==> src/hdl/uhg_pkg.sv <==
`timescale 1ns / 1ps
package uhg_pkg;

   localparam int MAX_PAYLOAD      = 2048;
   localparam int COUNT_W          = $clog2(MAX_PAYLOAD + 1);
   localparam int UDP_HDR_BYTES    = 8;
   localparam int IP_UDP_HDR_BYTES = 28;
   localparam int HDR_WORDS        = 7;
   localparam int IDX_W            = 3;
   localparam int QUEUE_DEPTH      = 4;
   localparam int QPTR_W           = $clog2(QUEUE_DEPTH);
   localparam int SUM_STEPS        = 5;
   localparam int STEP_W           = $clog2(SUM_STEPS);
   localparam int CSR_IDX_W        = 3;

   localparam logic [15:0] IP_VER_IHL_TOS = 16'h4500;
   localparam logic [7:0]  MAXTTL         = 8'hFF;
   localparam logic [7:0]  UDP_PROTOCOL   = 8'h11;
   localparam logic [15:0] ALL_ONES       = 16'hFFFF;

   typedef enum logic [CSR_IDX_W-1:0] {
      CSR_SRC_ADDR  = 3'd0,
      CSR_DST_ADDR  = 3'd1,
      CSR_SRC_PORT  = 3'd2,
      CSR_DST_PORT  = 3'd3
   } csr_index_type;

   typedef enum logic [1:0] {
      BK_IDLE,
      BK_SUM,
      BK_EMIT
   } back_state_type;

   typedef struct packed {
      logic [7:0] payload_byte;
      logic       byte_valid;
      logic       end_of_payload;
   } req_type;

   typedef struct packed {
      logic [31:0]      header_word;
      logic [IDX_W-1:0] word_index;
      logic             final_word;
      logic             too_long;
   } rsp_type;

   typedef struct packed {
      logic [31:0] source_address;
      logic [31:0] destination_address;
      logic [15:0] source_port;
      logic [15:0] destination_port;
   } cfg_type;

   typedef struct packed {
      logic [15:0]        sum;
      logic [COUNT_W-1:0] count;
      logic               too_long;
   } pkt_type;

   function automatic logic [15:0] oc_add3(input logic [15:0] a,
                                           input logic [15:0] b,
                                           input logic [15:0] c);
      logic [17:0] s;
      logic [16:0] t;
      s = {2'b00, a} + {2'b00, b} + {2'b00, c};
      t = {1'b0, s[15:0]} + {15'd0, s[17:16]};
      return t[15:0] + {15'd0, t[16]};
   endfunction

endpackage

==> src/hdl/udp_ipv4_header_generator.sv <==
`timescale 1ns / 1ps
// Payload bytes are taken one per cycle while the summary queue is not full; the running checksum
// add, byte count and odd-byte hold are the per-byte work. The closing transaction queues a
// packet summary (4 deep); the back end loads it, then steps through its sum states feeding two
// three-input ones'-complement adders (UDP and IPv4), then emits the seven header words, held
// while the output is stalled. Synchronous active-high reset clears the running state, queue,
// back-end state and all configuration registers to zero.
module udp_ipv4_header_generator (
   input  logic                              clock,
   input  logic                              reset,
   input  logic                              req_valid,
   output logic                              req_stall,
   input  uhg_pkg::req_type                  req_data,
   output logic                              rsp_valid,
   input  logic                              rsp_stall,
   output uhg_pkg::rsp_type                  rsp_data,
   input  logic                              csr_valid,
   output logic                              csr_ready,
   input  logic [uhg_pkg::CSR_IDX_W-1:0]     csr_index,
   input  logic [31:0]                       csr_data
);

   uhg_pkg::cfg_type cfg_ff, cfg_in;
   uhg_pkg::pkt_type push_pkt, pop_pkt;
   logic             push, pop, q_full, q_empty;

   assign csr_ready = 1'b1;

   always_comb begin
      cfg_in = cfg_ff;
      if (csr_valid && csr_ready) begin
         case (csr_index)
            uhg_pkg::CSR_SRC_ADDR: cfg_in.source_address      = csr_data;
            uhg_pkg::CSR_DST_ADDR: cfg_in.destination_address = csr_data;
            uhg_pkg::CSR_SRC_PORT: cfg_in.source_port         = csr_data[15:0];
            uhg_pkg::CSR_DST_PORT: cfg_in.destination_port    = csr_data[15:0];
            default:               cfg_in = cfg_ff;
         endcase
      end
   end

   always_ff @(posedge clock) begin
      if (reset) begin
         cfg_ff <= '0;
      end else begin
         cfg_ff <= cfg_in;
      end
   end

   uhg_front u_front (
      .clock     (clock),
      .reset     (reset),
      .req_valid (req_valid),
      .req_stall (req_stall),
      .req_data  (req_data),
      .q_full    (q_full),
      .push      (push),
      .push_pkt  (push_pkt)
   );

   uhg_queue u_queue (
      .clock    (clock),
      .reset    (reset),
      .push     (push),
      .push_pkt (push_pkt),
      .pop      (pop),
      .pop_pkt  (pop_pkt),
      .q_full   (q_full),
      .q_empty  (q_empty)
   );

   uhg_back u_back (
      .clock     (clock),
      .reset     (reset),
      .cfg       (cfg_ff),
      .q_empty   (q_empty),
      .pop_pkt   (pop_pkt),
      .pop       (pop),
      .rsp_valid (rsp_valid),
      .rsp_stall (rsp_stall),
      .rsp_data  (rsp_data)
   );

endmodule

==> src/hdl/uhg_front.sv <==
`timescale 1ns / 1ps
module uhg_front (
   input  logic             clock,
   input  logic             reset,
   input  logic             req_valid,
   output logic             req_stall,
   input  uhg_pkg::req_type req_data,
   input  logic             q_full,
   output logic             push,
   output uhg_pkg::pkt_type push_pkt
);

   logic [15:0]                 sum_ff, sum_in;
   logic [7:0]                  held_ff, held_in;
   logic                        pend_ff, pend_in;
   logic [uhg_pkg::COUNT_W-1:0] cnt_ff, cnt_in;
   logic                        ovf_ff, ovf_in;

   logic        accept;
   logic        at_limit;
   logic        take;
   logic        add_now;
   logic [15:0] operand;
   logic [15:0] sum_next;

   assign req_stall = q_full;
   assign accept    = req_valid && !q_full;
   assign at_limit  = cnt_ff >= uhg_pkg::COUNT_W'(uhg_pkg::MAX_PAYLOAD);
   assign take      = accept && req_data.byte_valid && !at_limit;
   assign push      = accept && req_data.end_of_payload;

   always_comb begin
      operand = 16'd0;
      add_now = 1'b0;
      if (take && pend_ff) begin
         operand = {held_ff, req_data.payload_byte};
         add_now = 1'b1;
      end else if (push) begin
         // pad the trailing odd byte with zero
         add_now = 1'b1;
         if (take) begin
            operand = {req_data.payload_byte, 8'd0};
         end else if (pend_ff) begin
            operand = {held_ff, 8'd0};
         end
      end
   end

   assign sum_next = add_now ? uhg_pkg::oc_add3(sum_ff, operand, 16'd0) : sum_ff;

   always_comb begin
      push_pkt.sum      = sum_next;
      push_pkt.count    = take ? cnt_ff + uhg_pkg::COUNT_W'(1) : cnt_ff;
      push_pkt.too_long = ovf_ff || (accept && req_data.byte_valid && at_limit);
   end

   always_comb begin
      sum_in  = sum_ff;
      held_in = held_ff;
      pend_in = pend_ff;
      cnt_in  = cnt_ff;
      ovf_in  = ovf_ff;
      if (push) begin
         sum_in  = 16'd0;
         held_in = 8'd0;
         pend_in = 1'b0;
         cnt_in  = '0;
         ovf_in  = 1'b0;
      end else if (accept && req_data.byte_valid) begin
         if (at_limit) begin
            ovf_in = 1'b1;
         end else begin
            cnt_in  = cnt_ff + uhg_pkg::COUNT_W'(1);
            sum_in  = sum_next;
            pend_in = !pend_ff;
            if (!pend_ff) begin
               held_in = req_data.payload_byte;
            end
         end
      end
   end

   always_ff @(posedge clock) begin
      if (reset) begin
         sum_ff  <= 16'd0;
         held_ff <= 8'd0;
         pend_ff <= 1'b0;
         cnt_ff  <= '0;
         ovf_ff  <= 1'b0;
      end else begin
         sum_ff  <= sum_in;
         held_ff <= held_in;
         pend_ff <= pend_in;
         cnt_ff  <= cnt_in;
         ovf_ff  <= ovf_in;
      end
   end

endmodule

==> src/hdl/uhg_queue.sv <==
`timescale 1ns / 1ps
module uhg_queue (
   input  logic             clock,
   input  logic             reset,
   input  logic             push,
   input  uhg_pkg::pkt_type push_pkt,
   input  logic             pop,
   output uhg_pkg::pkt_type pop_pkt,
   output logic             q_full,
   output logic             q_empty
);

   uhg_pkg::pkt_type              mem_ff [uhg_pkg::QUEUE_DEPTH];
   logic [uhg_pkg::QPTR_W-1:0]    wr_ff, wr_in;
   logic [uhg_pkg::QPTR_W-1:0]    rd_ff, rd_in;
   logic [uhg_pkg::QPTR_W:0]      cnt_ff, cnt_in;

   assign q_full  = cnt_ff == (uhg_pkg::QPTR_W + 1)'(uhg_pkg::QUEUE_DEPTH);
   assign q_empty = cnt_ff == '0;
   assign pop_pkt = mem_ff[rd_ff];

   always_comb begin
      wr_in  = push ? wr_ff + uhg_pkg::QPTR_W'(1) : wr_ff;
      rd_in  = pop ? rd_ff + uhg_pkg::QPTR_W'(1) : rd_ff;
      cnt_in = cnt_ff;
      if (push && !pop) begin
         cnt_in = cnt_ff + (uhg_pkg::QPTR_W + 1)'(1);
      end else if (pop && !push) begin
         cnt_in = cnt_ff - (uhg_pkg::QPTR_W + 1)'(1);
      end
   end

   always_ff @(posedge clock) begin
      if (push) begin
         mem_ff[wr_ff] <= push_pkt;
      end
   end

   always_ff @(posedge clock) begin
      if (reset) begin
         wr_ff  <= '0;
         rd_ff  <= '0;
         cnt_ff <= '0;
      end else begin
         wr_ff  <= wr_in;
         rd_ff  <= rd_in;
         cnt_ff <= cnt_in;
      end
   end

endmodule

==> src/hdl/uhg_back.sv <==
`timescale 1ns / 1ps
module uhg_back (
   input  logic             clock,
   input  logic             reset,
   input  uhg_pkg::cfg_type cfg,
   input  logic             q_empty,
   input  uhg_pkg::pkt_type pop_pkt,
   output logic             pop,
   output logic             rsp_valid,
   input  logic             rsp_stall,
   output uhg_pkg::rsp_type rsp_data
);

   uhg_pkg::back_state_type      st_ff, st_in;
   logic [uhg_pkg::STEP_W-1:0]   step_ff, step_in;
   logic [uhg_pkg::IDX_W-1:0]    idx_ff, idx_in;
   logic [15:0]                  udp_acc_ff, udp_acc_in;
   logic [15:0]                  ip_acc_ff, ip_acc_in;
   logic [15:0]                  udp_len_ff, udp_len_in;
   logic [15:0]                  tot_len_ff, tot_len_in;
   logic                         ovf_ff, ovf_in;
   logic                         rsp_valid_ff, rsp_valid_in;
   uhg_pkg::rsp_type             rsp_data_ff, rsp_data_in;

   logic        slot_free;
   logic        emit;
   logic        last_step;
   logic        last_word;
   logic [15:0] udp_a, udp_b, ip_a, ip_b;
   logic [15:0] udp_ck_raw, udp_ck, ip_ck;
   logic [31:0] word;

   assign slot_free = !rsp_valid_ff || !rsp_stall;
   assign last_step = step_ff == uhg_pkg::STEP_W'(uhg_pkg::SUM_STEPS - 1);
   assign last_word = idx_ff == uhg_pkg::IDX_W'(uhg_pkg::HDR_WORDS - 1);

   always_comb begin
      st_in = st_ff;
      case (st_ff)
         uhg_pkg::BK_IDLE: begin
            if (!q_empty) begin
               st_in = uhg_pkg::BK_SUM;
            end
         end
         uhg_pkg::BK_SUM: begin
            if (last_step) begin
               st_in = uhg_pkg::BK_EMIT;
            end
         end
         uhg_pkg::BK_EMIT: begin
            if (slot_free && last_word) begin
               st_in = uhg_pkg::BK_IDLE;
            end
         end
         default: st_in = uhg_pkg::BK_IDLE;
      endcase
   end

   always_comb begin
      pop  = (st_ff == uhg_pkg::BK_IDLE) && !q_empty;
      emit = (st_ff == uhg_pkg::BK_EMIT) && slot_free;
   end

   always_comb begin
      udp_a = 16'd0;
      udp_b = 16'd0;
      ip_a  = 16'd0;
      ip_b  = 16'd0;
      case (step_ff)
         3'd0: begin
            udp_a = cfg.source_address[31:16];
            udp_b = cfg.source_address[15:0];
            ip_a  = uhg_pkg::IP_VER_IHL_TOS;
            ip_b  = tot_len_ff;
         end
         3'd1: begin
            udp_a = cfg.destination_address[31:16];
            udp_b = cfg.destination_address[15:0];
            ip_a  = {uhg_pkg::MAXTTL, uhg_pkg::UDP_PROTOCOL};
         end
         3'd2: begin
            udp_a = {8'd0, uhg_pkg::UDP_PROTOCOL};
            udp_b = udp_len_ff;
            ip_a  = cfg.source_address[31:16];
            ip_b  = cfg.source_address[15:0];
         end
         3'd3: begin
            udp_a = cfg.source_port;
            udp_b = cfg.destination_port;
            ip_a  = cfg.destination_address[31:16];
            ip_b  = cfg.destination_address[15:0];
         end
         3'd4: begin
            udp_a = udp_len_ff;
         end
         default: begin
            udp_a = 16'd0;
         end
      endcase
   end

   assign udp_ck_raw = ~udp_acc_ff;
   assign udp_ck     = (udp_ck_raw == 16'd0) ? uhg_pkg::ALL_ONES : udp_ck_raw;
   assign ip_ck      = ~ip_acc_ff;

   always_comb begin
      case (idx_ff)
         3'd0:    word = {uhg_pkg::IP_VER_IHL_TOS, tot_len_ff};
         3'd1:    word = 32'd0;
         3'd2:    word = {uhg_pkg::MAXTTL, uhg_pkg::UDP_PROTOCOL, ip_ck};
         3'd3:    word = cfg.source_address;
         3'd4:    word = cfg.destination_address;
         3'd5:    word = {cfg.source_port, cfg.destination_port};
         3'd6:    word = {udp_len_ff, udp_ck};
         default: word = 32'd0;
      endcase
   end

   always_comb begin
      step_in    = step_ff;
      idx_in     = idx_ff;
      udp_acc_in = udp_acc_ff;
      ip_acc_in  = ip_acc_ff;
      udp_len_in = udp_len_ff;
      tot_len_in = tot_len_ff;
      ovf_in     = ovf_ff;
      if (pop) begin
         step_in    = '0;
         idx_in     = '0;
         udp_acc_in = pop_pkt.sum;
         ip_acc_in  = 16'd0;
         udp_len_in = 16'(pop_pkt.count) + 16'(uhg_pkg::UDP_HDR_BYTES);
         tot_len_in = 16'(pop_pkt.count) + 16'(uhg_pkg::IP_UDP_HDR_BYTES);
         ovf_in     = pop_pkt.too_long;
      end else if (st_ff == uhg_pkg::BK_SUM) begin
         step_in    = step_ff + uhg_pkg::STEP_W'(1);
         udp_acc_in = uhg_pkg::oc_add3(udp_acc_ff, udp_a, udp_b);
         ip_acc_in  = uhg_pkg::oc_add3(ip_acc_ff, ip_a, ip_b);
      end else if (emit) begin
         idx_in = idx_ff + uhg_pkg::IDX_W'(1);
      end
   end

   always_comb begin
      rsp_valid_in = rsp_valid_ff;
      rsp_data_in  = rsp_data_ff;
      if (slot_free) begin
         rsp_valid_in = emit;
      end
      if (emit) begin
         rsp_data_in.header_word = word;
         rsp_data_in.word_index  = idx_ff;
         rsp_data_in.final_word  = last_word;
         rsp_data_in.too_long    = ovf_ff;
      end
   end

   always_ff @(posedge clock) begin
      step_ff    <= step_in;
      idx_ff     <= idx_in;
      udp_acc_ff <= udp_acc_in;
      ip_acc_ff  <= ip_acc_in;
      udp_len_ff <= udp_len_in;
      tot_len_ff <= tot_len_in;
      ovf_ff     <= ovf_in;
      rsp_data_ff <= rsp_data_in;
   end

   always_ff @(posedge clock) begin
      if (reset) begin
         st_ff        <= uhg_pkg::BK_IDLE;
         rsp_valid_ff <= 1'b0;
      end else begin
         st_ff        <= st_in;
         rsp_valid_ff <= rsp_valid_in;
      end
   end

   assign rsp_valid = rsp_valid_ff;
   assign rsp_data  = rsp_data_ff;

endmodule

==> config.mk <==
export PLATFORM = sky130hd
export DESIGN_NAME = udp_ipv4_header_generator
export DESIGN_NICKNAME = d
export VERILOG_FILES = /design/src/hdl/uhg_pkg.sv /design/src/hdl/udp_ipv4_header_generator.sv /design/src/hdl/uhg_front.sv /design/src/hdl/uhg_queue.sv /design/src/hdl/uhg_back.sv
export SDC_FILE = /design/constraint.sdc
export NUM_CORES = 1
export LEC_CHECK = 0
export BUFFER_PORTS_ARGS = -buffer_cell sky130_fd_sc_hd__clkbuf_2
export CORE_UTILIZATION = 55
export DETAILED_ROUTE_END_ITERATION = 8
export GPL_TIMING_DRIVEN = 0
export PLACE_DENSITY = 0.72
export SYNTH_ARGS = -nofsm -noshare
export SYNTH_HDL_FRONTEND = slang
export SYNTH_SLANG_ARGS = --single-unit
==> constraint.sdc <==
create_clock -name clock -period 18.9 [get_ports clock]
set_clock_uncertainty 0.15 [all_clocks]
set_input_delay 2.835 -clock clock [delete_from_list [all_inputs] [get_ports clock]]
set_output_delay 2.835 -clock clock [all_outputs]
set_load 0.1 [all_outputs]
==> summary.md, run 1 <==
| Metric | Value |
|---|---|
| Highest clock rate | `around 0.08 GHz` |
| WHS Path Cells | `0` |
| Clock-pin slew on the worst setup and hold paths | `approximately 0.06 ns` |
| Final worst path period need | `12.48 ns` |
| Final Hold Vio Count | `0` |
| CP max stage delay | `0.76 ns` |
| Mapped cell area | `between 20000 and 25000 µm²` |
| Routed len/inst | `roughly 24 µm` |
| WHS | `between 0.2 and 0.3 ns` |
| Vias in the first global route | `about 18k` |
| Tcrit/Tclk final | `roughly two thirds` |
| Violated checks | `design-rule violations` |
| Dpl ws | `6.91 ns` |
| Maximum root-to-sink buffer count | `3` |
| Fin nets | `approximately 2.5k` |
| Area after DPL | `between 20000 and 25000 µm²` |
| Detail Placement HPWL | `53400 µm` |
| Filler instances | `3187` |
| Setup TNS | `0 ns` |
| Root Buffer | `clkbuf_16` |
| Pwr/cell area | `164 nW/µm²` |
| Die Y | `199 µm` |
| Utilization after layout | `about 63%` |
| CTS tree | `built` |
| Post-Route WL | `70400 µm` |
| Antenna violations before repair | `3` |
| Syn Area/Cell | `about 9.6 µm²` |
| Kind of critical path | `reg2reg` |
| Ys flop type | `edfxtp_1` |
| H-tree depth | `2` |
| Syn Inst Count | `2222` |
| Setup violations, final | `0` |
| Peak VDD IR | `approximately 0.00015 V` |
| Layout overhead on the synthesized area | `11.7%` |
| Most Frequent Cell on Critical Path | `ha_1` |
| Placed cell count | `~2.8k` |
| Port bufs | `87` |
| CP required | `19.07 ns` |
| CP Max Fanout | `10` |
| Top cells by area, synth | `edfxtp_1 27%, dfxtp_1 16%, nand2_1 6.9%` |
| Yosys warnings | `0` |
| Routed vias | `roughly 18k` |
| Met3 usage | `roughly 7%` |
| Antenna viol nets, final | `0` |
| CTS buffer count | `40` |
| Critical Path Source Type | `flip-flop` |
| Worst-Margin Slew | `1.00 ns` |
| Total die area | `between 30000 and 40000 µm²` |
| CP arrival | `approximately 13 ns` |
| Crit end category | `flip-flop` |
| Clock sinks | `roughly 360` |
| Status | `finished, violations left` |
| Drc violations | `10` |
| GP Congestion | `about 1.1` |
| GR Overflow Total | `0` |
| Post-CTS Resized | `0` |
| Async S/R FF share, synth | `0%` |
| Register area share after synthesis | `a little over two fifths` |
| Yosys top cell area share | `a little over a quarter` |
| Area leader, netlist | `edfxtp_1` |
| Core area | `37800 µm²` |
| Antenna diodes | `0` |
| Worst hold path class | `reg2reg` |
| Total Routing Usage GR | `a little over a third` |
| First-pass GRT wire length | `approximately 100000 µm` |
| Worst r2r path cells | `44` |
| Ports | `90` |
| Clock Latency Late Sink | `0.59 ns` |
| RSZ-0062 raised after global routing | `no` |
| DR pass1 iterations | `9` |
| EDFF count, synth | `a little under 200` |
| Met1 GRT Util | `between 40% and 50%` |
| Worst setup margin | `about 6.4 ns` |
| Unique cell type count in the Yosys netlist | `roughly 110` |
| Vias/cell | `~6.3` |
| DIE WIDTH | `roughly 200 µm` |
| Met2 Use GR | `58.6%` |
| Synth Register Bits | `362` |
| Worst Hold Launch | `u_back.ovf_ff` |
| Site row count | `71` |
| CTS Hold Bufs | `0` |
| Max-slew violations | `0` |
| Beginning of the critical path | `u_back.step_ff[2]` |
| Fraction of layout instances using a drive strength above 1 | `around 11%` |
| Pin count of the biggest net entering global routing | `31` |
| Reg2reg start | `u_back.step_ff[2]` |
| Initial Utilization | `a little under three fifths` |
| Post-CTS Setup Repair Bufs | `0` |
| Post-synth net total | `2393` |
| Global-route layer with the greatest usage | `met2` |
| Overall power | `between 3 and 4 mW` |
| Fin area | `about 24000 µm²` |
| DRT iter0 DRCs | `1996` |
| Slowest stage cell, crit path | `a222oi_1` |
| Static leakage | `around 9.0 nW` |
| Max-cap viol count | `0` |
| Slew HR | `between 30% and 40%` |
| Final Non-Filler Cells | `2896` |
[where the power goes]
part | switching (mW) | internal [mW]
logic | 1.26 | 0.731
clock network | 0.342 | 0.471
registers | 0.111 | 0.978
total | 1.71 | 2.18
[state kept, by name (all words and copies together), names as in the netlist, named ones only]
register,count
u_front.pend_ff,1
u_front.cnt_ff,12
u_queue.rd_ff,2
u_back.tot_len_ff,11
cfg_ff,96
u_front.held_ff,8
u_queue.mem_ff,116
u_queue.wr_ff,2
u_front.ovf_ff,1
u_front.sum_ff,16
u_back.idx_ff,3
u_back.udp_acc_ff,16
u_back.rsp_valid,1
u_back.ovf_ff,1
u_back.step_ff,3
u_back.udp_len_ff,13
u_back.st_ff,2
u_back.ip_acc_ff,16
u_back.rsp_data,37
u_queue.cnt_ff,3
[synthesized netlist by cell type, types with 8 or more instances]
cell type,count
dfxtp_1,168
a222oi_1,43
nor3_1,37
a221o_1,14
o21ai_0,65
mux2_2,15
nand3_1,43
a221oi_1,12
o22ai_1,10
ha_1,113
and3_1,29
fa_1,8
o31ai_1,8
mux4_2,29
nand2b_1,16
or2_2,10
nand2_1,389
a21oi_1,182
xnor2_1,93
a22o_1,22
and2_1,29
nor2b_1,27
o21bai_1,13
o21ai_1,12
edfxtp_1,194
or3_1,17
xor2_1,47
inv_1,94
o21a_1,21
a211oi_1,10
nand4_1,18
nor3b_1,8
clkbuf_1,98
nor2_1,111
a21o_1,18
o211ai_1,16
a22oi_1,52
[critical path, delay by kind of cell (launching register included)]
kind,cells,cell delay (ns)
AOI/OAI and AO/OA,17,4.32
and+or+nand+nor,10,2.56
buffers and inverters,6,2.20
adders and majority gates,7,1.81
xor gates and xnor gates,3,0.55
DFF,1,0.33
muxes,1,0.27
[final cells by class]
type	count	area, µm²	share of cell area, %
multi-input combinational	1652	11300	47.5
sequential	362	9190	38.7
clock buffer	53	1100	4.63
tap	511	639	2.69
timing repair buffer	89	475	2.00
buffer	112	455	1.92
inverter	96	360	1.52
clock inverter	21	260	1.09
[kinds of logic (layout without fill, tap and decap cells)]
family	count (synthesis)	after routing	synth area share, %
muxes	51	51	4.22
AOI/OAI and AO/OA	563	563	18.5
and+or+nand+nor	774	774	16.9
xor gates and xnor gates	142	142	5.91
adders and majority gates	121	121	7.40
buffers and inverters	208	371	3.83
DFF	362	362	43.2
other	1	1	0.0176
[metal layers]
| metal | vias up | wire length [µm] |
|---|---|---|
| met4 | 6 | 3770 |
| met2 | 872 | 32600 |
| met3 | 193 | 6010 |
| met5 | - | 46 |
| met1 | 8890 | 27900 |
| li1 | 8409 | - |
[placed cells by master, fill, tap and decap left out, drive strengths merged, types with 21 or more instances in the layout]
master  instances
a22o           22
and3           29
inv            98
dfxtp         168
a222oi         43
a21oi         186
nand2         390
edfxtp        194
nor3           39
a22oi          52
o21ai          78
xor2           47
mux4           29
nor2          113
ha            113
xnor2          95
clkbuf        238
and2           29
nor2b          27
o21a           21
nand3          43
[path summary, 6_finish.rpt]
check                           to  slack (ns)
min reg2reg     u_back.rsp_data[0]        0.28
min             u_back.rsp_data[0]        0.28
max reg2reg  u_back.udp_acc_ff[12]        6.42
max          u_back.udp_acc_ff[12]        6.42
Note: power is estimated with default switching activity, not from simulation.
==> run 2: changes to the inputs <==
--- a/config.mk
+++ b/config.mk
@@ -5,11 +5,12 @@
 export SDC_FILE = /design/constraint.sdc
 export NUM_CORES = 1
 export LEC_CHECK = 0
+export ABC_AREA = 1
 export BUFFER_PORTS_ARGS = -buffer_cell sky130_fd_sc_hd__clkbuf_2
 export CORE_UTILIZATION = 55
 export DETAILED_ROUTE_END_ITERATION = 8
 export GPL_TIMING_DRIVEN = 0
-export PLACE_DENSITY = 0.72
+export PLACE_DENSITY = 0.75
 export SYNTH_ARGS = -nofsm -noshare
 export SYNTH_HDL_FRONTEND = slang
 export SYNTH_SLANG_ARGS = --single-unit
==> constraint.sdc (replaced) <==
create_clock -name clock -period 11.01 [get_ports clock]
set_clock_uncertainty 0.15 [all_clocks]
set_input_delay 1.6515 -clock clock [delete_from_list [all_inputs] [get_ports clock]]
set_output_delay 1.6515 -clock clock [all_outputs]
set_load 0.1 [all_outputs]
==> summary.md, run 2 <==
| Metric | Value |
|---|---|
| Status | `completed` |
| Worst setup margin | `0.950 ns (-5.47 ns)` |
| H-tree depth | `2 (unchanged)` |
| Initial Utilization | `56.4% (+0.17 points)` |
| Layout overhead on the synthesized area | `11.1%` |
| CTS Hold Bufs | `0 (unchanged)` |
| Max-slew violations | `0 (unchanged)` |
| Combinational Power Share | `58.2% (+7.1 points)` |
| Worst r2r path cells | `51 (+16%)` |
| Drc violations | `0 (-10)` |
| Antenna violations before repair | `0 (-3)` |
| Site row count | `72 (+1.4%)` |
| Ys flop type | `edfxtp_1` |
| Sw Pwr | `4.07 mW (+140%)` |
| Async S/R FF share, synth | `0% (unchanged)` |
| WHS | `0.297 ns (+0.0176 ns)` |
| Dpl ws | `1.33 ns (-5.58 ns)` |
| Worst-Margin Slew | `1.40 ns (+0.401 ns)` |
| Most common cell after layout, fill and taps aside | `nand2_1` |
| Yosys top cell area share | `26.4% (-0.96 points)` |
| Pwr/cell area | `320 nW/µm² (+95%)` |
| Fin nets | `3139 (+24%)` |
| Area leader, netlist | `edfxtp_1` |
| Antenna viol nets, final | `0 (unchanged)` |
| EDFF count, synth | `194 (unchanged)` |
| Fraction of layout instances using a drive strength above 1 | `7.93% (-3.0 points)` |
| Most Frequent Cell on Critical Path | `nand2_1` |
| CTS tree | `built` |
| Yosys warnings | `0 (unchanged)` |
| Top cells by area, synth | `edfxtp_1 26%, dfxtp_1 15%, nand2_1 9.2%` |
| Clock-pin slew on the worst setup and hold paths | `0.06 ns (about the same)` |
| Max reg flops | `116 (unchanged)` |
| Clock share of power | `17.0% (-3.9 points)` |
| Critical Path Source Type | `flip-flop` |
| CP required | `11.28 ns (-7.79 ns)` |
| Clock Latency Late Sink | `0.59 ns (about the same)` |
| Final Hold Vio Count | `0 (unchanged)` |
| GR Overflow Total | `0 (unchanged)` |
| Final worst path period need | `10.06 ns (-2.42 ns)` |
| Most numerous cell in the Yosys netlist | `nand2_1` |
| Reg2reg start | `u_back.step_ff[0]` |
| CP Capture Point | `u_back.ip_acc_ff[14]` |
| DRT iter0 DRCs | `2254 (+13%)` |
| Vias/cell | `6.02 (-5.1%)` |
| Sequential Power Share | `24.7% (-3.3 points)` |
| Unique cell type count in the Yosys netlist | `62 (-42%)` |
| Top cells by instance count after synthesis | `540 x nand2_1, 402 x inv_1, 262 x o21ai_0` |
| Vias in the first global route | `20.1k (+15%)` |
| Slowest stage cell, crit path | `clkbuf_1` |
| Root Buffer | `clkbuf_16` |
| Post-CTS Setup Repair Bufs | `0 (unchanged)` |
| Synth Register Bits | `362 (unchanged)` |
| Filler instances | `3439 (+7.9%)` |
| Max-cap viol count | `0 (unchanged)` |
| Setup TNS | `0 ns (unchanged)` |
| CP max stage delay | `0.68 ns (-0.08 ns)` |
| RSZ-0062 raised after global routing | `no` |
| DR pass1 iterations | `6 (-3)` |
| First-pass GRT wire length | `118000 µm (+13%)` |
| Internal reg-to-reg setup slack | `0.95 ns (-5.47 ns)` |
| DIE WIDTH | `202 µm (+1.8%)` |
| Port bufs | `88 (+1.1%)` |
| Worst hold path class | `reg2reg` |
| Syn Inst Count | `2836 (+28%)` |
| Highest clock rate | `0.0994 GHz (+24%)` |
| Crit end category | `flip-flop` |
| Setup violations, final | `0 (unchanged)` |
| Static leakage | `10.5 nW (+16%)` |
| Detail Placement HPWL | `60200 µm (+13%)` |
| Most frequent cells in the layout | `540 x nand2_1, 401 x inv_1, 262 x o21ai_0` |
| Pint | `3.77 mW (+73%)` |
| Mapped cell area | `22100 µm² (+3.6%)` |
| Worst reg2reg endpoint | `u_back.ip_acc_ff[14]` |
| Clock sinks | `362 (unchanged)` |
| Routed len/inst | `22.3 µm (-8.2%)` |
| Peak VDD IR | `0.000172 V (+18%)` |
| Ports | `90 (unchanged)` |
| Register area share after synthesis | `41.7% (-1.5 points)` |
| Beginning of the critical path | `u_back.step_ff[0]` |
| Total Routing Usage GR | `38.4% (+2.4 points)` |
| Switching Share | `51.9% (+7.9 points)` |
| Total die area | `40900 µm² (+3.6%)` |
| Core area | `39100 µm² (+3.3%)` |
| GP Congestion | `1.07 (about the same)` |
| Pin count of the biggest net entering global routing | `40 (+29%)` |
| CTS buffer count | `40 (unchanged)` |
| CP arrival | `10.33 ns (-2.32 ns)` |
| Post-Route WL | `78500 µm (+12%)` |
| Routed vias | `21.2k (+15%)` |
| Top reg by flops | `u_queue.mem_ff` |
| Kind of critical path | `reg2reg` |
| Maximum root-to-sink buffer count | `3 (unchanged)` |
| Post-synth net total | `3007 (+26%)` |
| Slew HR | `5.77% (-28 points)` |
| Post-CTS Resized | `0 (unchanged)` |
| CP Max Fanout | `10 (unchanged)` |
| Tcrit/Tclk final | `91.4% (+25 points)` |
| Syn Area/Cell | `7.78 µm² (-19%)` |
| Die Y | `202 µm (+1.8%)` |
run 2: cell count changes in the layout (fill, tap and decap cells not counted), moves of 74 or more:
cell / before / now
nand2_1: 389 / 540
a21oi_1: 181 / 255
nand3_1: 43 / 129
inv_1: 94 / 401
nor2_1: 111 / 249
o21ai_0: 65 / 262
run 2: worst min-delay path by stage:
stage,startpoint,to,slack [ns],cells past startpoint
5_1_grt,u_back.ovf_ff,u_back.rsp_data[0],0.30,0
4_1_cts,u_back.ovf_ff,u_back.rsp_data[0],0.30,0
3_5_place_dp,u_back.ovf_ff,u_back.rsp_data[0],0.28,0
3_3_place_gp,u_back.ovf_ff,u_back.rsp_data[0],0.29,0
6_report,u_back.ovf_ff,u_back.rsp_data[0],0.30,0
2_1_floorplan,u_back.ovf_ff,u_back.rsp_data[0],0.25,0
run 2: layout make-up:
cell class                 count  area [µm²]  area share [%]
multi-input combinational   1960       11000            44.7
sequential                   362        9190            37.5
inverter                     418        1570            6.40
clock buffer                  47        1040            4.23
tap                          518         648            2.64
timing repair buffer          90         480            1.96
buffer                        96         377            1.54
clock inverter                27         256            1.05
antenna                        1        2.50          0.0102
run 2: power groups by stage:
stage                     registers [mW]  clock network (mW)  logic [mW]
after floorplan                     2.10                   0        2.99
after global placement              1.95                   0        4.37
after detailed placement            1.95                   0        4.44
after CTS                           1.93                1.34        4.47
after global routing                1.95                1.39        4.99
final                               1.94                1.34        4.57
run 2: logic make-up (layout without fill, tap and decap cells):
family,Yosys count,in the layout,synth area share [%]
AOI/OAI and AO/OA,706,706,18.3
xor gates and xnor gates,77,77,3.47
adders and majority gates,121,121,7.14
buffers and inverters,514,678,8.82
DFF,362,362,41.7
other,1,2,0.0170
and+or+nand+nor,1055,1055,20.6
run 2: metrics by stage:
stage	power, mW	utilization, %	cell area [µm²]	cells
after floorplan	5.09	-	22100	2836
after global placement	6.32	59.2	23100	3442
after detailed placement	6.39	59.4	23200	3444
after CTS	7.74	62.7	24500	3518
after global routing	8.32	62.7	24500	3518
final	7.84	62.7	24500	3519
run 2: worst max-delay path: cells and delay by family (launching register included):
family / cells / cell delay (ns)
AO/OA/AOI/OAI: 11 / 2.18
adder cells (fa/ha/maj): 7 / 2.13
buffers and inverters: 4 / 0.87
XOR/XNOR: 2 / 0.50
flip-flops: 1 / 0.40
AND/OR/NAND/NOR: 27 / 3.68
run 2: routing by layer:
metal  track usage (%)  vias up  part of all wire [%]
met5                 0        -                     0
met4              23.3        0                   6.8
met3              6.97      264                   9.2
met2              63.3     1127                    46
met1              46.8     9914                    38
li1                  -     9886                     -
